==> src/hw/rtl/jhs_pkg.sv <==
package jhs_pkg;

    // Gamma table: 2^GAMMA_BITS intervals over the Q16 speed range.
    localparam int GAMMA_BITS  = 8;
    localparam int GAMMA_DEPTH = 1 << GAMMA_BITS;
    localparam int Q16_ONE     = 65536;

    // One quotient bit per cell; the Q16 speed needs 17 bits to reach 1.0.
    localparam int DIV_STEPS = 17;

    // Angle datapath: axis counts scaled by 2^20, angles in 2^-16 degree.
    localparam int ATAN_ENTRIES = 24;
    localparam int CW           = 34;
    localparam int ZW           = 28;
    localparam int AXIS_SHIFT   = 20;

    localparam logic signed [ZW-1:0] HALF_TURN = 28'sd11796480;
    localparam logic signed [ZW-1:0] FULL_TURN = 28'sd23592960;
    localparam int HEADING_LIMIT = 5760;

    // Percent scale and exact reciprocal of 100 for products below 2^15.
    localparam int PCT_SCALE   = 100;
    localparam int RECIP_100   = 20972;
    localparam int RECIP_SHIFT = 21;

    localparam logic signed [ZW-1:0] ATAN_STEP [ATAN_ENTRIES] = '{
        28'sd2949120, 28'sd1740967, 28'sd919879, 28'sd466945,
        28'sd234379,  28'sd117304,  28'sd58666,  28'sd29335,
        28'sd14668,   28'sd7334,    28'sd3667,   28'sd1833,
        28'sd917,     28'sd458,     28'sd229,    28'sd115,
        28'sd57,      28'sd29,      28'sd14,     28'sd7,
        28'sd4,       28'sd2,       28'sd1,      28'sd0
    };

    typedef enum logic [2:0] {
        REG_CENTER = 3'd0,
        REG_HALF   = 3'd1,
        REG_DEAD   = 3'd2,
        REG_SLOW   = 3'd3,
        REG_FAST   = 3'd4
    } reg_idx_t;

    typedef struct packed {
        logic [9:0] raw_x;
        logic [9:0] raw_y;
    } in_item_t;

    typedef struct packed {
        logic        idle;
        logic [12:0] heading;
        logic [6:0]  speed_percent;
        logic [7:0]  servo_delay;
    } out_item_t;

    typedef struct packed {
        logic [9:0] center_count;
        logic [9:0] half_range;
        logic [9:0] deadzone_counts;
        logic [7:0] slow_delay;
        logic [7:0] fast_delay;
    } cfg_t;

    // Everything one sample carries down the cell row.
    typedef struct packed {
        logic                 idle;
        logic                 zero_vec;
        logic                 den_zero;
        logic [10:0]          rem;
        logic [9:0]           den;
        logic [16:0]          quo;
        logic signed [CW-1:0] ca;
        logic signed [CW-1:0] cb;
        logic signed [ZW-1:0] cz;
    } cell_t;

    typedef logic [16:0] gamma_tab_t [GAMMA_DEPTH+1];

    // Entry i is the largest y <= 1.0 (Q16) with y^5 * D^8 <= 2^80 * i^8,
    // that is floor(65536 * (i / D)^1.6), found by binary search.
    function automatic gamma_tab_t build_gamma();
        gamma_tab_t   tab;
        logic [191:0] lhs;
        logic [191:0] rhs;
        logic [16:0]  lo;
        logic [16:0]  hi;
        logic [16:0]  mid;
        for (int i = 0; i <= GAMMA_DEPTH; i++) begin
            rhs = 192'(i);
            for (int p = 0; p < 7; p++) begin
                rhs = rhs * 192'(i);
            end
            rhs = rhs << 80;
            lo  = '0;
            hi  = 17'(Q16_ONE);
            for (int s = 0; s < 18; s++) begin
                if (lo < hi) begin
                    mid = 17'((32'(lo) + 32'(hi) + 32'd1) >> 1);
                    lhs = 192'(mid);
                    for (int p = 0; p < 4; p++) begin
                        lhs = lhs * 192'(mid);
                    end
                    lhs = lhs << (8 * GAMMA_BITS);
                    if (lhs <= rhs) begin
                        lo = mid;
                    end else begin
                        hi = mid - 17'd1;
                    end
                end
            end
            tab[i] = lo;
        end
        return tab;
    endfunction

    localparam gamma_tab_t GAMMA_TAB = build_gamma();

endpackage

==> src/hw/rtl/jhs_cell.sv <==
module jhs_cell #(
    parameter int STEP      = 0,
    parameter int ROT_STEPS = 16
) (
    input  logic           clk,
    input  logic           rst_n,
    input  logic           en,
    input  logic           valid_in,
    input  jhs_pkg::cell_t d_in,
    output logic           valid_out,
    output jhs_pkg::cell_t d_out
);
    import jhs_pkg::*;

    localparam bit DO_DIV   = STEP < DIV_STEPS;
    localparam bit DO_ROT   = STEP < ROT_STEPS;
    localparam int ATAN_IDX = STEP % ATAN_ENTRIES;

    logic                 valid_reg;
    cell_t                d_reg;
    cell_t                d_next;
    logic [10:0]          r_shift;
    logic                 r_ge;
    logic signed [CW-1:0] sa;
    logic signed [CW-1:0] sb;

    always_comb
    begin
        d_next  = d_in;
        // The first cell decides the integer bit, the rest shift first.
        r_shift = (STEP == 0) ? d_in.rem : {d_in.rem[9:0], 1'b0};
        r_ge    = r_shift >= {1'b0, d_in.den};
        sa      = $signed(d_in.ca) >>> STEP;
        sb      = $signed(d_in.cb) >>> STEP;

        if (DO_DIV) begin
            d_next.rem = r_ge ? (r_shift - {1'b0, d_in.den}) : r_shift;
            d_next.quo = {d_in.quo[15:0], r_ge};
        end

        // Vectoring step: drive the lateral component toward zero.
        if (DO_ROT) begin
            if (!d_in.cb[CW-1]) begin
                d_next.ca = d_in.ca + sb;
                d_next.cb = d_in.cb - sa;
                d_next.cz = d_in.cz + ATAN_STEP[ATAN_IDX];
            end else begin
                d_next.ca = d_in.ca - sb;
                d_next.cb = d_in.cb + sa;
                d_next.cz = d_in.cz - ATAN_STEP[ATAN_IDX];
            end
        end
    end

    always_ff @(posedge clk or negedge rst_n)
    begin
        if (!rst_n) begin
            valid_reg <= 1'b0;
        end else if (en) begin
            valid_reg <= valid_in;
        end
    end

    always_ff @(posedge clk)
    begin
        if (en) begin
            d_reg <= d_next;
        end
    end

    assign valid_out = valid_reg;
    assign d_out     = d_reg;
endmodule

==> config.mk <==
export PLATFORM = sky130hd
export DESIGN_NAME = jhs_cell
export DESIGN_NICKNAME = d
export VERILOG_FILES = /design/src/hw/rtl/jhs_pkg.sv /design/src/hw/rtl/jhs_cell.sv
export SDC_FILE = /design/constraint.sdc
export NUM_CORES = 1
export LEC_CHECK = 0
export BUFFER_PORTS_ARGS = -buffer_cell sky130_fd_sc_hd__buf_4
export CORE_MARGIN = 2
export CORE_UTILIZATION = 40
export CTS_BUF_LIST = sky130_fd_sc_hd__clkbuf_4
export DETAILED_ROUTE_END_ITERATION = 6
export PLACE_DENSITY = 0.75
export SETUP_SLACK_MARGIN = 0.4
export SLEW_MARGIN = 10
export SYNTH_ARGS = -nofsm -noshare
export SYNTH_HDL_FRONTEND = slang
export SYNTH_SLANG_ARGS = --single-unit
==> constraint.sdc <==
create_clock -name clk -period 1.56 [get_ports clk]
set_input_delay 0.312 -clock clk [delete_from_list [all_inputs] [get_ports clk]]
set_output_delay 0.312 -clock clk [all_outputs]
set_load 0.02 [all_outputs]
## Word level (Yosys, flattened, before mapping)

Cells that the tools add are included.

| word-level totals | value |
|---|---|
| output and inout port bits | 138 |
| bits of input ports | 141 |
| bits in registers | 138 |
| logic and storage cells | 19 |

| operators by class | value |
|---|---|
| $lt $le $gt $ge | 1 |
| add/sub/neg operators | 6 |
| muxes and demuxes | 2 |

Operators by type and width:

| kind | count |
|---|---|
| two-way mux 96 bit | 1 |
| subtractor 34 bit | 2 |
| adder 34 bit | 1 |
| adder 28 x 23 -> 28 bit (second input constant) | 1 |
| subtractor 28 x 23 -> 28 bit (second input constant) | 1 |
| >= comparator 11 x 10 -> 1 bit | 1 |
| two-way mux 11 bit | 1 |
| subtractor 11 x 10 -> 11 bit | 1 |

## Longest topological paths before layout

| depth | value |
|---|---|
| word-level depth | 2 |
| depth in mapped cells | 13 |
| depth with buffers taken out | 12 |

## Worst setup path after synthesis

Ideal clock, no wire load.

| timing path | value |
|---|---|
| kind | input to register |
| start | input port d_in[61] (netlist bit) |
| end | register d_reg (netlist bit d_out[27]), data pin |
| arrival | 2.784 ns |
| setup slack | -1.490 ns |
| buffers on the path | 2 |
| cell stages on the path | 12 |
| setup time | 0.266 ns |
| required time | 1.294 ns |
| cell sequence | clkinv_1 -> clkbuf_1 -> buf_1 -> ha_1 -> a21oi_1 -> nand2b_1 -> a21boi_0 -> o311a_1 -> o21a_1 -> o21a_1 -> o41ai_1 -> xnor2_1 |

RTL lines:

| item | RTL line | source |
|---|---|---|
| start, declared | jhs_cell.sv:9 | `input jhs_pkg::cell_t d_in,` |
| end signal, assigned | jhs_cell.sv:67 | `d_reg <= d_next;` |
| end, declared | jhs_cell.sv:20 | `cell_t d_reg;` |

==> metrics.txt <==
vias in the first global route 12995; clock root buffer clkbuf_4; commonest non-fill, non-tap cell in the layout buf_4; drt wl/cell 22.01 um; register bit count reported by yosys 137; GPL Wtd Cong 0.9673; Residual DRC 0; Peak VDD IR 416.3 uV; Hold Violations, Final 0; total clock buffers created by CTS 17; grt ovf 0; met3 usage 0.05442; crit path max fanout 4; met1 GRT Util 0.3545; hold depth 3; final worst path period need 2317 ps; first-pass GRT wire length 70900 um; synth unique cells 85; Starting DRT DRC Count 1192; final wirelength 49910 um; initial antenna violation count 2; reg2reg end valid_out; crit-path cells buf_12, ha_4, fa_2, nor2b_4, o21ai_2, a211oi_2, buf_4, o21ai_4, nand2_4, a2111oi_4, nor3_2, a311oi_2, xnor2_1; Worst slew margin 0.4758; Max Root-Sink Buffers 2; Skew-Pair Late Insertion Delay 610 ps; TritonCTS clock tree built; clk_skew 0 ps; Sink Count 137; RSZ-0062 raised after global routing true; Crit Reg-Reg Startpoint valid_out; DR vias 12748; outcome finished with violations; WP data required 1940 ps; number of synthesized flops with an enable pin 136; worst slew pin tran 786.3 ps; Post-synth ARST share 0.007299; DR vias/cell 5.621; I/O pins 279; Post-DP HPWL 31740 um; CP Launch Type primary input; fin crit share 1.485; Arr. time, crit path 2700 ps; # fillers 1649; Crit-path slowest cell fa_2; Worst Setup EP d_out[54]; largest net degree at the start of global routing 53; CTS H-tree depth 4; Most Crowded Layer GR met2; # Max-Cap Violations 0; worst path buffer plus inverter count 2; Starting Density 0.4087; total stage count of the critical path 13; row count 60; worst reg2reg setup slack 600 ps; CP Capture Type flop; warnings from Yosys 0; Die Height 170.2 um; crit path kind primary input to flop; setup ws final -757.1 ps; PortBufs 277; nets@finish 2177; Post-DRT Antenna Nets 0; GRT Util Overall 0.3163; DRT Pass-1 Iters 5; register area share after synthesis 0.3720; layout cell share with drive strength beyond 1 0.5717; Total Power 16.20 mW; R2R cell count 2; P&R area growth vs syn 88.94%; most frequent cells in the layout 488 x buf_4, 219 x buf_6, 136 x edfxtp_1; CP Launch Point d_in[62]; setup TNS -33600 ps; fin. max-slew vios 0; met2 Use GR 0.5861; Cell Area, Synth 11040 sq um; die width 170.2 um; Avg Synthesized Cell Area 9.646 sq um; failing checks setup timing; Worst Hold Class primary input to flop; Pwr Density 776.5 nW/um^2; Reg clk slew, reported paths 180 ps; leak pwr 9.286 nW; fmax 431.6 MHz; CP peak stage delay 400 ps; Main synth FF type edfxtp_1; kind of cell adding the most delay to the critical path compound AO/OA/AOI/OAI gates; core area 27030 sq um; Syn Nets 1411; final setup vio count 78; Mapped Cells 1145; die area 28960 sq um
## worst min path at each step
stage,from,to,slack [ps]
6_report,d_in[125],d_out[125],20
5_1_grt,d_in[127],d_out[127],-20
4_1_cts,d_in[130],d_out[130],3
3_5_place_dp,rst_n,valid_out,90
3_3_place_gp,rst_n,valid_out,90
2_1_floorplan,rst_n,valid_out,20
## final cells by class
class	count	area, sq um	share of cell area
repair buffers	791	7251	0.3475
well taps	341	426.7	0.02045
clock inverters	15	193.9	0.009294
diodes	3	7.507	0.0003598
inverters	123	640.6	0.03070
clock buffers	17	127.6	0.006116
multi-input cells	841	8112	0.3887
flip-flops and latches	137	4109	0.1969
## logic make-up (layout without fill, tap and decap cells)
family | count (synthesis) | in the layout | synth area share
simple gates | 262 | 262 | 0.1169
other cells | 0 | 3 | 0
buf+inv | 167 | 946 | 0.06945
flops | 137 | 137 | 0.3720
xor+xnor | 77 | 77 | 0.06106
mux | 19 | 19 | 0.01745
compound gates | 358 | 358 | 0.2181
fa+ha+maj | 125 | 125 | 0.1450
## metal layers
layer,vias to the layer above,part of all wire
met3,189,0.071
met2,696,0.51
met5,-,0
met1,6169,0.37
li1,5694,-
met4,0,0.051
## where the power goes
group	switching, mW	internal [mW]	leakage (nW)
sequential	0.286	4.72	1.34
clock	2.05	0.790	0.169
combinational	4.11	4.25	7.77
## flip-flops by register name (all words and copies together) (netlist names)
name and cells:
valid_out 1, d_out 136
## repair_timing
action | 4_1_cts | 5_1_grt
setup endpoints to repair | 217 | 217
setup buffers | 81 | 32
endpoints found under the hold margin | 51 | 0
cloned | 2 | 1
gates resized for setup | 366 | 143
hold buffers | 52 | 0
pin swaps | 137 | 87
## metrics by stage
step | std cells | util | instance area, sq um | worst slack [ps] | hold slack [ps]
after floorplan | 1145 | - | 12130 | -921.1 | 16.41
after global placement | 2065 | 0.6252 | 16900 | -1480 | 87.54
after detailed placement | 2065 | 0.6252 | 16900 | -1527 | 90.68
after CTS | 2232 | 0.7368 | 19910 | -742.7 | 2.764
after global routing | 2268 | 0.7721 | 20870 | -795.5 | -19.68
final | 2268 | 0.7721 | 20870 | -757.1 | 16.99
## synth_stat cells, drive strengths merged (20+ instances only)
library cell | n | share of area
o21bai | 20 | 0.014
xnor2 | 68 | 0.054
a21oi | 119 | 0.055
inv | 122 | 0.041
a21o | 28 | 0.019
o21ai | 67 | 0.031
edfxtp | 136 | 0.37
nand2 | 50 | 0.018
ha | 120 | 0.14
buf | 23 | 0.013
nor2 | 93 | 0.032
nor3 | 24 | 0.011
clkbuf | 20 | 0.014
## tightest hold or removal path, stage by stage
cell,delay (ps)
buf_4,110
nand2_4,50
o21ai_2,40
(Power assumes the default switching activity.)
