`src/hw/rtl/jhs_pkg.sv`:
```
package jhs_pkg;

    // Gamma table: 2^GAMMA_BITS intervals over the Q16 speed range.
    localparam int GAMMA_BITS  = 8;
    localparam int GAMMA_DEPTH = 1 << GAMMA_BITS;
    localparam int Q16_ONE     = 65536;

    // One quotient bit per cell; the Q16 speed needs 17 bits to reach 1.0.
    localparam int DIV_STEPS = 17;

    // Angle datapath: axis counts scaled by 2^20, angles in 2^-16 degree.
    localparam int ATAN_ENTRIES = 24;
    localparam int CW           = 34;
    localparam int ZW           = 28;
    localparam int AXIS_SHIFT   = 20;

    localparam logic signed [ZW-1:0] HALF_TURN = 28'sd11796480;
    localparam logic signed [ZW-1:0] FULL_TURN = 28'sd23592960;
    localparam int HEADING_LIMIT = 5760;

    // Percent scale and exact reciprocal of 100 for products below 2^15.
    localparam int PCT_SCALE   = 100;
    localparam int RECIP_100   = 20972;
    localparam int RECIP_SHIFT = 21;

    localparam logic signed [ZW-1:0] ATAN_STEP [ATAN_ENTRIES] = '{
        28'sd2949120, 28'sd1740967, 28'sd919879, 28'sd466945,
        28'sd234379,  28'sd117304,  28'sd58666,  28'sd29335,
        28'sd14668,   28'sd7334,    28'sd3667,   28'sd1833,
        28'sd917,     28'sd458,     28'sd229,    28'sd115,
        28'sd57,      28'sd29,      28'sd14,     28'sd7,
        28'sd4,       28'sd2,       28'sd1,      28'sd0
    };

    typedef enum logic [2:0] {
        REG_CENTER = 3'd0,
        REG_HALF   = 3'd1,
        REG_DEAD   = 3'd2,
        REG_SLOW   = 3'd3,
        REG_FAST   = 3'd4
    } reg_idx_t;

    typedef struct packed {
        logic [9:0] raw_x;
        logic [9:0] raw_y;
    } in_item_t;

    typedef struct packed {
        logic        idle;
        logic [12:0] heading;
        logic [6:0]  speed_percent;
        logic [7:0]  servo_delay;
    } out_item_t;

    typedef struct packed {
        logic [9:0] center_count;
        logic [9:0] half_range;
        logic [9:0] deadzone_counts;
        logic [7:0] slow_delay;
        logic [7:0] fast_delay;
    } cfg_t;

    // Everything one sample carries down the cell row.
    typedef struct packed {
        logic                 idle;
        logic                 zero_vec;
        logic                 den_zero;
        logic [10:0]          rem;
        logic [9:0]           den;
        logic [16:0]          quo;
        logic signed [CW-1:0] ca;
        logic signed [CW-1:0] cb;
        logic signed [ZW-1:0] cz;
    } cell_t;

    typedef logic [16:0] gamma_tab_t [GAMMA_DEPTH+1];

    // Entry i is the largest y <= 1.0 (Q16) with y^5 * D^8 <= 2^80 * i^8,
    // that is floor(65536 * (i / D)^1.6), found by binary search.
    function automatic gamma_tab_t build_gamma();
        gamma_tab_t   tab;
        logic [191:0] lhs;
        logic [191:0] rhs;
        logic [16:0]  lo;
        logic [16:0]  hi;
        logic [16:0]  mid;
        for (int i = 0; i <= GAMMA_DEPTH; i++) begin
            rhs = 192'(i);
            for (int p = 0; p < 7; p++) begin
                rhs = rhs * 192'(i);
            end
            rhs = rhs << 80;
            lo  = '0;
            hi  = 17'(Q16_ONE);
            for (int s = 0; s < 18; s++) begin
                if (lo < hi) begin
                    mid = 17'((32'(lo) + 32'(hi) + 32'd1) >> 1);
                    lhs = 192'(mid);
                    for (int p = 0; p < 4; p++) begin
                        lhs = lhs * 192'(mid);
                    end
                    lhs = lhs << (8 * GAMMA_BITS);
                    if (lhs <= rhs) begin
                        lo = mid;
                    end else begin
                        hi = mid - 17'd1;
                    end
                end
            end
            tab[i] = lo;
        end
        return tab;
    endfunction

    localparam gamma_tab_t GAMMA_TAB = build_gamma();

endpackage

```
`src/hw/rtl/jhs_front.sv`:
```
module jhs_front (
    input  logic             clk,
    input  logic             rst_n,
    input  logic             en,
    input  logic             in_valid,
    input  jhs_pkg::in_item_t item,
    input  jhs_pkg::cfg_t     cfg,
    output logic             out_valid,
    output jhs_pkg::cell_t    stage
);
    import jhs_pkg::*;

    // Center one axis and clamp it to the full-deflection range.
    function automatic logic signed [10:0] clamp_axis(
        input logic [9:0] raw,
        input logic [9:0] ctr,
        input logic [9:0] h
    );
        logic signed [10:0] d;
        logic signed [10:0] hs;
        d  = $signed({1'b0, raw}) - $signed({1'b0, ctr});
        hs = $signed({1'b0, h});
        if (d > hs) begin
            d = hs;
        end else if (d < -hs) begin
            d = -hs;
        end
        return d;
    endfunction

    logic [9:0]           half_eff;
    logic signed [10:0]   dx_next;
    logic signed [10:0]   dy_next;
    logic signed [10:0]   dx_reg;
    logic signed [10:0]   dy_reg;
    logic                 a_valid_reg;
    logic                 b_valid_reg;
    logic [9:0]           ax;
    logic [9:0]           ay;
    logic [9:0]           mag;
    logic signed [CW-1:0] xa;
    logic signed [CW-1:0] ya;
    cell_t                b_next;
    cell_t                b_reg;

    assign half_eff = (cfg.half_range == 10'd0) ? 10'd1 : cfg.half_range;
    assign dx_next  = clamp_axis(item.raw_x, cfg.center_count, half_eff);
    assign dy_next  = clamp_axis(item.raw_y, cfg.center_count, half_eff);

    always_comb
    begin
        ax  = 10'(dx_reg[10] ? -dx_reg : dx_reg);
        ay  = 10'(dy_reg[10] ? -dy_reg : dy_reg);
        mag = (ax > ay) ? ax : ay;
        xa  = {{(CW - 11 - AXIS_SHIFT){dx_reg[10]}}, dx_reg, {AXIS_SHIFT{1'b0}}};
        ya  = {{(CW - 11 - AXIS_SHIFT){dy_reg[10]}}, dy_reg, {AXIS_SHIFT{1'b0}}};

        b_next.idle     = mag < cfg.deadzone_counts;
        b_next.zero_vec = (dx_reg == 11'sd0) && (dy_reg == 11'sd0);
        b_next.den_zero = !(half_eff > cfg.deadzone_counts);
        b_next.den      = half_eff - cfg.deadzone_counts;
        b_next.rem      = {1'b0, mag - cfg.deadzone_counts};
        b_next.quo      = '0;

        // Vectors pointing backward are turned half a turn first.
        if (dy_reg[10]) begin
            b_next.ca = -ya;
            b_next.cb = -xa;
            b_next.cz = HALF_TURN;
        end else begin
            b_next.ca = ya;
            b_next.cb = xa;
            b_next.cz = '0;
        end
    end

    always_ff @(posedge clk or negedge rst_n)
    begin
        if (!rst_n) begin
            a_valid_reg <= 1'b0;
            b_valid_reg <= 1'b0;
        end else if (en) begin
            a_valid_reg <= in_valid;
            b_valid_reg <= a_valid_reg;
        end
    end

    always_ff @(posedge clk)
    begin
        if (en) begin
            dx_reg <= dx_next;
            dy_reg <= dy_next;
            b_reg  <= b_next;
        end
    end

    assign out_valid = b_valid_reg;
    assign stage     = b_reg;
endmodule

```
`config.mk`:
```
export PLATFORM = sky130hd
export DESIGN_NAME = jhs_front
export DESIGN_NICKNAME = d
export VERILOG_FILES = /design/src/hw/rtl/jhs_pkg.sv /design/src/hw/rtl/jhs_front.sv
export SDC_FILE = /design/constraint.sdc
export NUM_CORES = 1
export LEC_CHECK = 0
export ABC_AREA = 1
export BUFFER_PORTS_ARGS = -buffer_cell sky130_fd_sc_hd__buf_2
export CAP_MARGIN = 40
export CORE_ASPECT_RATIO = 2
export CORE_MARGIN = 4
export CORE_UTILIZATION = 25
export CTS_CLUSTER_DIAMETER = 100
export DETAILED_ROUTE_END_ITERATION = 10
export GPL_TIMING_DRIVEN = 1
export MAX_ROUTING_LAYER = met4
export PLACE_DENSITY = 0.55
export SETUP_SLACK_MARGIN = 0.1
export SYNTH_ARGS = -nofsm -noshare
export SYNTH_HDL_FRONTEND = slang
export SYNTH_SLANG_ARGS = --single-unit
```
`constraint.sdc`:
```
create_clock -name clk -period 5.5 [get_ports clk]
set_clock_uncertainty 0.05 [all_clocks]
set_input_delay 0.825 -clock clk [delete_from_list [all_inputs] [get_ports clk]]
set_output_delay 0.825 -clock clk [all_outputs]
set_load 0.02 [all_outputs]
```
# [Yosys cells after proc, flatten, opt, wreduce, memory -nomap -nowiden]
# Cells that the tools add are included.
[word_totals] ff_bits=143 in_bits=70 out_inout_bits=138 elab_cells=46
[classes] add_sub_neg=9 n_lt_le_gt_ge=7 muxes=9 reduce_logical=5
[ops] cell="2-to-1 mux 92 bit" count=1
[ops] cell="negation 31 -> 34 bit" count=2
[ops] cell="2-to-1 mux 10 bit" count=6
[ops] cell="greater-than comparator 11 bit" count=2
[ops] cell="zero test 11 bit" count=2
[ops] cell="less-than comparator 11 bit" count=2
[ops] cell="2-to-1 mux 11 bit" count=2
[ops] cell="subtractor 10 x 10 -> 11 bit" count=2
[ops] cell="greater-than comparator 10 bit" count=2
[ops] cell="negation 10 bit" count=2
[ops] cell="subtractor 10 bit" count=2
[ops] cell="negation 10 -> 11 bit" count=1
[ops] cell="zero test 10 bit" count=1
[ops] cell="less-than comparator 10 bit" count=1
[ops] cell="logical AND 1 bit" count=1
[ops] cell="zero test 1 bit" count=1

# [Longest topological paths before layout]
# Gate-level depths: netlist of the first run.
[logic_depth] depth_word=6 mapped_depth=29 mapped_depth_nobuf=29

# [Worst setup path after synthesis of the first run]
# Ideal clock, no wire load.
[synth_path] kind="flip-flop to flip-flop" startpoint="register dy_reg[10]" endpoint="register b_reg, in the netlist stage[136], data pin" setup_ns=0.256 arrival_ns=3.846 required_ns=5.194 slack_ns=1.348 stages_incl_launch_ff=24 path_buffers=3 synth_period_minus_slack_ns=4.152 cell_sequence="edfxtp_1 > buf_4 > clkbuf_1 > inv_1 > or2_2 > xor2_1 > inv_1 > ha_1 > nand3_1 > nor2_1 > nand4_1 > buf_2 > nand3_1 > nand2_1 > ha_1 > fa_1 > o21bai_1 > a21oi_1 > o21ai_0 > a21oi_1 > o21bai_1 > nand2_1 > nand2_1 > a21oi_1"
[synth_lines] item="from (decl)" line_no="jhs_front.sv:35" rtl="logic signed [10:0] dy_reg;"
[synth_lines] item="from (signal assigned)" line_no="jhs_front.sv:92" rtl="dy_reg <= dy_next;"
[synth_lines] item="to (signal assigned)" line_no="jhs_front.sv:93" rtl="b_reg <= b_next;"
[synth_lines] item="to (decl)" line_no="jhs_front.sv:44" rtl="cell_t b_reg;"

==> results of run 1 <==
[where the power goes]
part	switching [mW]	total, mW	internal, mW
Sequential	0.0767	0.942	0.865
Combinational	1.14	1.71	0.568
Clock	0.206	0.503	0.297
[layer usage]
| metal | vias to the layer above | routed length, um |
|---|---|---|
| met4 | 0 | 1060 |
| met3 | 43 | 902 |
| met5 | - | 0 |
| met2 | 207 | 12100 |
| met1 | 2798 | 6850 |
| li1 | 3182 | - |
[per-stage QoR]
stage | power (mW) | setup slack [ps] | hold WS (ps) | utilization (%)
after floorplan | 2.22 | 1350 | 401 | -
after global placement | 2.64 | 630 | 444 | 27.5
after detailed placement | 2.67 | 608 | 455 | 27.6
after CTS | 3.18 | 583 | 200 | 28.4
after global routing | 3.42 | 190 | 200 | 28.5
final | 3.16 | 568 | 210 | 28.5
[worst reg2reg max path: cells and delay by family (launching register included)]
kind	cells	cell delay, ps
compound gates	9	1630
fa+ha+maj	3	990
buf+inv	1	110
flops	1	490
simple gates	11	1420
[logic make-up (layout without fill, tap and decap cells)]
| group | Yosys count | count (layout) | synth area share [%] |
|---|---|---|---|
| AND/OR/NAND/NOR | 339 | 339 | 19.8 |
| buffers and inverters | 231 | 252 | 16.3 |
| AO/OA/AOI/OAI | 163 | 163 | 12.1 |
| adder cells (fa/ha/maj) | 92 | 92 | 16.0 |
| flip-flops | 76 | 76 | 30.9 |
| XOR/XNOR | 41 | 41 | 4.88 |
| other | 1 | 87 | 0.0509 |
[area by class of cell]
cell class              instances  area, um2  share of cell area, %
diodes                          2       5.00                 0.0607
clock buffers                  11        233                   2.82
clock inverters                 3       16.3                  0.197
inverters                     125        469                   5.69
multi-input cells             720       4210                   51.0
flip-flops and latches         76       2270                   27.6
well taps                     360        450                   5.46
repair buffers                113        591                   7.16
[Yosys cell counts (all sizes together) (2+ instances only)]
cell	count
inv	125
buf	92
nor2	50
nand4	11
o2111ai	3
xnor2	7
dfrtp	2
o31ai	3
edfxtp	74
nand2	206
nand3	58
or2	3
clkbuf	14
o211ai	5
xor2	34
o21a	2
ha	88
o21ai	82
nor3	7
a21oi	54
fa	4
a31oi	2
nor4	2
o21bai	8
[final timing paths]
kind / endpoint / slack [ps] / cells after the start
setup / recovery: stage[136] / 570 / 24
hold / removal: a_valid_reg / 210 / 1
setup reg to reg: stage[136] / 570 / 24
hold reg to reg: out_valid / 460 / 2
max in group asynchronous: out_valid / 5090 / 1
min in group clk: out_valid / 460 / 2
==> reports/qor.txt, run 1 <==
Share of the synthesized area in the top cell type: 30.2%
Routed WL per cell: 14.8 um
Antenna violations before repair: 2
Die ar.: 32400 um2
Routed wire length: 20.9 mm
Worst path bufs/invs: 1
Pin count of the biggest net entering global routing: 41
# resized after CTS: 0
Critical Path, Cell by Cell: inv_2, nand2_1, nor2_1, nand2_1, o21ai_0, o21ai_0, o21ai_0, ha_1, nand3_1, nor2_1, nand4_1, nand2_2, nand2_1, nand2_1, ha_1, fa_1, o21bai_1, a21oi_1, o21ai_0, a21oi_1, o21bai_1, nand2_1, nand2_1, a21oi_1
Post-route insts no fill: 1410
Predominant post-synthesis flop cell: edfxtp_1
Crit path DAT: 4980 ps
GP Congestion: 0.964
CTS tree: done
GRT met1 Usage: 11.8%
Hold crit path type: in -> async
Fmax achieved: 203 MHz
Most used routing layer: met2
Sequential fraction of the synthesis area: 30.9%
Register bit count reported by yosys: 76
Commonest cells after routing, fill and taps aside: nand2_1, inv_1, buf_2
Final setup fails: 0
Layout Nets: 1207
Static leakage: 4.09 nW
Asr flop ratio synth: 2.63%
Commonest non-fill, non-tap cell in the layout: nand2_1
YS warnings: 0
Max FO, Critical Path: 11
I/O Pins: 208
Root buf cell: clkbuf_16
Peak supply drop: 149 uV
Via density per instance: 4.42
Fill count: 3169
Power Density: 383 nW/um2
Max reg flops: 52
Gr usage total: 13.1%
# DRC: 0
CP top delay family: compound AO/OA/AOI/OAI gates
Netlist Area Pre-Place: 7360 um2
Vias in the first global route: 6026
TNS Setup: 0 ps
Row count: 88
Final Max Tran Viols: 0
Clk buf depth: 2
Relative slew slack: 52.3%
Area Growth Syn to Fin: 11.9%
Setup Fix Bufs, Post-CTS: 0
Core Footprint: 29000 um2
GR Layer Usage met2: 25.7%
Min cycle time layout: 4930 ps
Final hold violation count: 0
Final Cycle Share: 89.7%
Die extent in y: 251 um
Reg2reg start: dx_reg[2]
Final instance area: 8240 um2
RSZ-0062 raised after global routing: false
Post-Synthesis Cells: 943
Area leader, netlist: edfxtp_1
Crit path top cell by count: nand2_1
EDFF count, synth: 74
Layout cells sized above 1: 14.0%
Slowest cell on crit path: edfxtp_1
DRT Pass-1 Iters: 5
Setup CP Type: reg -> reg
Worst EP required: 5540 ps
Maxcap violations: 0
Area of placed instances: 7990 um2
Placed insts: 1394
Setup crit start kind: register
Synth area leaders: edfxtp_1, ha_1, nand2_1
Outcome: completed
Latest clock arrival within the worst-skew pair: 340 ps
Grt ovf: 0
H-tree levels: 3
Worst Tran Pin Value: 714 ps
Clock Sinks: 76
Via Count: 6230
Met3 Use GR: 1.71%
DPL Wire Length: 18.2 mm
Crit path capture type: register
Detail Route Antenna Nets: 0
Cell variety after synth: 40
Drt first-iter violations: 352
Port bufs: 109
CTS Buf Count: 9
Crit. Startpoint: dx_reg[2]
First-pass GRT wire length: 31.7 mm
Mean area per synthesized cell: 7.81 um2
Die Width: 129 um
CTS clock-pin slew for the worst setup and hold paths: 50 ps
CTS Hold Bufs: 0
Slowest stage delay, CP: 490 ps
Starting Density: 25.4%
No activity file was read; power rests on OpenSTA's default activity.
==> run 2: changes to the inputs <==
--- a/config.mk
+++ b/config.mk
@@ -9,13 +9,13 @@
 export BUFFER_PORTS_ARGS = -buffer_cell sky130_fd_sc_hd__buf_2
 export CAP_MARGIN = 40
 export CORE_ASPECT_RATIO = 2
-export CORE_MARGIN = 4
+export CORE_MARGIN = 8
 export CORE_UTILIZATION = 25
 export CTS_CLUSTER_DIAMETER = 100
 export DETAILED_ROUTE_END_ITERATION = 10
 export GPL_TIMING_DRIVEN = 1
 export MAX_ROUTING_LAYER = met4
-export PLACE_DENSITY = 0.55
+export PLACE_DENSITY = 0.57
 export SETUP_SLACK_MARGIN = 0.1
 export SYNTH_ARGS = -nofsm -noshare
 export SYNTH_HDL_FRONTEND = slang
==> constraint.sdc (replaced) <==
create_clock -name clk -period 4.3 [get_ports clk]
set_clock_uncertainty 0.05 [all_clocks]
set_input_delay 0.645 -clock clk [delete_from_list [all_inputs] [get_ports clk]]
set_output_delay 0.645 -clock clk [all_outputs]
set_load 0.02 [all_outputs]
==> run 2 against run 1 <==
Effect of this change:
- combinational power is 52% higher
- final cell count rose by 5.0%
- clock-buffer cell count increased by 1
- register-to-register slack got worse by 260 ps
- sequential cell count stayed put
- die area up 9.6%
- via count increased by 0.45%
- core utilization is 2.1 points higher
- critical path depth shrank 1
==> reports/qor.txt, run 2 (synthesized netlist as in run 1, its figures left out) <==
Outcome: completed
Max reg flops: 52
Clk buf depth: 2
Commonest cells after routing, fill and taps aside: nand2_1, inv_1, buf_2
Pin count of the biggest net entering global routing: 64
Fmax achieved: 250 MHz
Antenna violations before repair: 0
Slowest cell on crit path: edfxtp_1
Commonest non-fill, non-tap cell in the layout: nand2_1
CTS Buf Count: 9
I/O Pins: 208
DPL Wire Length: 16.2 mm
Crit path DAT: 4030 ps
Clock Sinks: 76
Final Cycle Share: 92.9%
CTS Hold Bufs: 0
Static leakage: 4.47 nW
Setup CP Type: reg -> reg
Reg-to-reg slack, setup: 300 ps
Critical Path, Cell by Cell: inv_2, ha_4, nand2_1, o21ai_0, o21ai_1, buf_4, ha_1, nand3_2, nor2_4, nand4_1, buf_4, buf_4, nand3_1, nand2_1, fa_2, o21bai_1, a21oi_2, o21ai_2, a21oi_2, o21bai_2, nand2_1, nand2_1, a21oi_1
Maxcap violations: 0
Final core utilization: 30.6%
Crit path capture type: register
Die Width: 137 um
# DRC: 0
Total power: 4.60 mW
Relative slew slack: 59.0%
Met3 Use GR: 1.22%
Power Density: 514 nW/um2
Grt ovf: 0
CP top delay family: compound AO/OA/AOI/OAI gates
TNS Setup: 0 ps
Via Count: 6258
CTS clock-pin slew for the worst setup and hold paths: 60 ps
Reg2reg start: dx_reg[1]
Min cycle time layout: 4000 ps
Starting Density: 25.1%
Worst EP required: 4340 ps
Most used routing layer: met2
Ant. Diodes: 0
Die ar.: 35500 um2
Peak supply drop: 194 uV
CTS tree: done
GRT met1 Usage: 13.0%
Worst Tran Pin Value: 608 ps
GR Layer Usage met2: 18.0%
RSZ-0062 raised after global routing: false
Slowest stage delay, CP: 410 ps
Core Footprint: 29300 um2
Gr usage total: 10.7%
Area Growth Syn to Fin: 21.6%
Setup crit start kind: register
Max FO, Critical Path: 4
Via density per instance: 4.23
Latest clock arrival within the worst-skew pair: 330 ps
Layout Nets: 1273
Crit path top cell by count: nand2_1
First-pass GRT wire length: 29.5 mm
Worst path bufs/invs: 4
H-tree levels: 3
Routed WL per cell: 13.0 um
Row count: 89
DRT Pass-1 Iters: 5
Final Max Tran Viols: 0
Layout cells sized above 1: 21.6%
Worst R2R End: stage[136]
Drt first-iter violations: 352
Vias in the first global route: 5932
Routed wire length: 19.3 mm
Detail Route Antenna Nets: 0
Hold crit path type: in -> async
Final setup fails: 0
Port bufs: 109
Final hold violation count: 0
Die extent in y: 259 um
Root buf cell: clkbuf_16
Worst reg2reg path depth: 23
GP Congestion: 0.910
-- run 2: changes by cell type in the layout (fill, tap and decap cells not counted), sizes merged --
cell,before,now
buf,113,179
bufinv,0,2
diode,2,0
clkbuf,11,12
clkinv,2,1
-- run 2: area by class of cell --
| type | count | area, um2 |
|---|---|---|
| Tap cell | 364 | 455 |
| Multi-Input combinational cell | 720 | 4310 |
| Timing Repair Buffer | 179 | 1120 |
| Sequential cell | 76 | 2270 |
| Fill cell | 3157 | 20300 |
| Clock inverter | 4 | 72.6 |
| Inverter | 125 | 469 |
| Clock buffer | 12 | 256 |
-- run 2: how the worst max path moves through the flow --
stage	start	to	slack, ps	cells after the start
2_1_floorplan	dy_reg[10]	stage[136]	150	23
3_3_place_gp	dx_reg[1]	stage[136]	140	27
3_5_place_dp	dx_reg[1]	stage[136]	100	27
4_1_cts	dx_reg[1]	stage[136]	70	27
5_1_grt	dx_reg[1]	stage[132]	70	27
6_report	dx_reg[1]	stage[136]	300	23
-- run 2: report_power, final --
part,switching [mW],internal [mW]
registers,0.0778,1.11
clock network,0.278,0.539
logic,1.53,1.07
-- run 2: stage by stage --
| stage | worst slack (ps) | hold WS (ps) | area, um2 | std cells |
|---|---|---|---|---|
| after CTS | 73.2 | 27.6 | 8790 | 1471 |
| after global placement | 144 | 382 | 8430 | 1454 |
| after detailed placement | 99.2 | 383 | 8450 | 1455 |
| after floorplan | 148 | 299 | 7680 | 1027 |
| final | 304 | 38.9 | 8950 | 1480 |
| after global routing | 66.6 | 34.1 | 8950 | 1480 |
-- run 2: per-layer routing --
layer  up-vias  part of all wire [%]
li1       3312                     -
met1      2748                    44
met2       178                    49
met3        20                   4.7
met4         0                   2.0
met5         -                     0
-- run 2: repair_timing --
item | in CTS | in global routing
resized for setup | 3 | 31
setup buffers | 0 | 9
setup endpoints to repair | 2 | 4
hold endpoints to repair | 0 | 0
pin swaps | 0 | 14
==> run 3: changes to the inputs <==
--- a/config.mk
+++ b/config.mk
@@ -13,10 +13,11 @@
 export CORE_UTILIZATION = 25
 export CTS_CLUSTER_DIAMETER = 100
 export DETAILED_ROUTE_END_ITERATION = 10
-export GPL_TIMING_DRIVEN = 1
+export GPL_TIMING_DRIVEN = 0
 export MAX_ROUTING_LAYER = met4
 export PLACE_DENSITY = 0.57
 export SETUP_SLACK_MARGIN = 0.1
+export SKIP_LAST_GASP = 1
 export SYNTH_ARGS = -nofsm -noshare
 export SYNTH_HDL_FRONTEND = slang
 export SYNTH_SLANG_ARGS = --single-unit
==> run 3 against run 2 <==
Effect of this change:
- sequential share of layout area down 1.6 points
- setup slack worse by 49 ps
- register-to-register slack got worse by 50 ps
- power shrank 0.13%
- clock-buffer cell count fell by 2
- critical path type unchanged
==> reports/qor.txt, run 3 (synthesized netlist as in run 1, its figures left out) <==
RSZ-0062 raised after global routing: true
DPL Wire Length: 16.6 mm
Crit. Startpoint: dy_reg[10]
Layout cells sized above 1: 26.9%
CTS tree: done
Slowest cell on crit path: edfxtp_1
I/O Pins: 208
Reg-to-reg slack, setup: 260 ps
Via density per instance: 4.19
Hold Slack: 36.2 ps
Final hold violation count: 0
Antenna violations before repair: 1
Crit path capture type: register
Fill count: 3102
Worst Tran Pin Value: 657 ps
Die ar.: 35500 um2
Clk buf depth: 2
# DRC: 0
Starting Density: 25.1%
Crit path top cell by count: buf_4
Min cycle time layout: 4040 ps
Grt ovf: 0
Die extent in y: 259 um
Routed WL per cell: 12.7 um
Hold crit path type: in -> async
Max FO, Critical Path: 10
Area Growth Syn to Fin: 29.7%
Worst EP required: 4340 ps
Power Density: 481 nW/um2
Latest clock arrival within the worst-skew pair: 340 ps
TNS Setup: 0 ps
Port bufs: 109
Reg2reg start: dy_reg[10]
CTS Buf Count: 9
Pint: 2.71 mW
Outcome: completed
Die Width: 137 um
Fmax achieved: 247 MHz
Static leakage: 4.82 nW
Reg power frac: 25.9%
Vias in the first global route: 6180
Clock Sinks: 76
Routed wire length: 19.7 mm
Relative slew slack: 55.8%
Final Max Tran Viols: 0
Switching power: 1.89 mW
First-pass GRT wire length: 31.0 mm
CTS Hold Bufs: 0
Setup crit start kind: register
Commonest cells after routing, fill and taps aside: nand2_1, buf_4, inv_1
H-tree levels: 3
Crit path DAT: 4080 ps
Detail Route Antenna Nets: 0
Gr usage total: 11.2%
Drt first-iter violations: 383
Via Count: 6505
Slowest stage delay, CP: 350 ps
DRT Pass-1 Iters: 5
Peak supply drop: 241 uV
Commonest non-fill, non-tap cell in the layout: nand2_1
Setup CP Type: reg -> reg
Core Footprint: 29300 um2
Worst R2R End: stage[129]
Total power: 4.59 mW
Root buf cell: clkbuf_16
Maxcap violations: 0
Critical Path, Cell by Cell: buf_6, clkbuf_16, clkinvlp_4, or2_2, xor2_2, inv_1, ha_1, nand3_1, nor2_2, nand4_1, buf_4, nand2_4, nand2_1, nand2_2, ha_4, fa_2, o21bai_1, a21oi_2, o21ai_2, buf_4, buf_4, buf_4, buf_4, xor2_1
Row count: 89
Layout Nets: 1345
Comb power frac: 56.0%
Clk pwr share: 18.1%
Final setup fails: 0
Switching fraction of total power: 41.0%
Pin count of the biggest net entering global routing: 62
Worst reg2reg path depth: 24
CTS clock-pin slew for the worst setup and hold paths: 60 ps
GP Congestion: 0.923
Max reg flops: 52
Final Cycle Share: 94.1%
==> run 3: changes by cell type in the layout (fill, tap and decap cells not counted), sizes merged <==
cell	before	now
buf	179	237
clkbuf	12	24
inv	125	122
clkinv	1	3
clkinvlp	1	3
bufinv	2	3
diode	0	1
==> run 3: area by class of cell <==
class,count,area (um2),share of cell area (%)
clock buffers,10,229,2.40
flip-flops and latches,76,2270,23.8
repair buffers,145,838,8.77
diodes,1,2.50,0.0262
inverters,125,483,5.05
clock inverters,6,103,1.07
well taps,364,455,4.77
multi-input cells,720,4400,46.1
plain buffers,106,772,8.08
==> run 3: how the worst max path moves through the flow <==
stage               slack (ps)  depth (start not counted)          to
detailed placement        -780                         23  stage[136]
floorplan                  150                         23  stage[136]
CTS                         90                         23  stage[136]
global placement          -820                         23  stage[136]
global route                10                         25  stage[136]
finish                     260                         24  stage[129]
==> run 3: per-layer routing <==
metal	GRT usage, %	vias up	part of all wire [%]
met2	18.7	182	48
met3	1.53	42	5.0
li1	-	3458	-
met4	4.10	0	3.2
met5	-	-	0
met1	13.4	2823	44
==> run 3: power by group through the flow <==
| stage | clock network (mW) | logic [mW] | registers, mW |
|---|---|---|---|
| finish | 0.834 | 2.57 | 1.19 |
| global placement | 0 | 2.17 | 1.21 |
| detailed placement | 0 | 2.19 | 1.21 |
| floorplan | 0 | 1.49 | 1.35 |
| CTS | 0.849 | 2.34 | 1.19 |
| global route | 0.879 | 2.92 | 1.21 |
==> run 3: timing repair <==
action,CTS,global route
resized for setup,24,49
setup endpoints to repair,26,22
pin swaps,7,25
setup buffers,16,19
==> run 3: per-stage QoR <==
stage                     worst slack (ps)  util [%]  area [um2]  instances
after floorplan                        148         -        7680       1027
after global placement                -825      29.6        8680       1500
after detailed placement              -783      29.7        8710       1501
after CTS                             93.0      31.5        9230       1533
after global routing                  14.3      32.6        9560       1553
final                                  256      32.6        9560       1553
==> run 3: critical path, delay by kind of cell, from the launching register on <==
kind | cells | cell delay (ps)
compound gates | 3 | 360
flops | 1 | 350
simple gates | 7 | 990
buf+inv | 9 | 1130
fa+ha+maj | 3 | 640
xor+xnor | 2 | 280
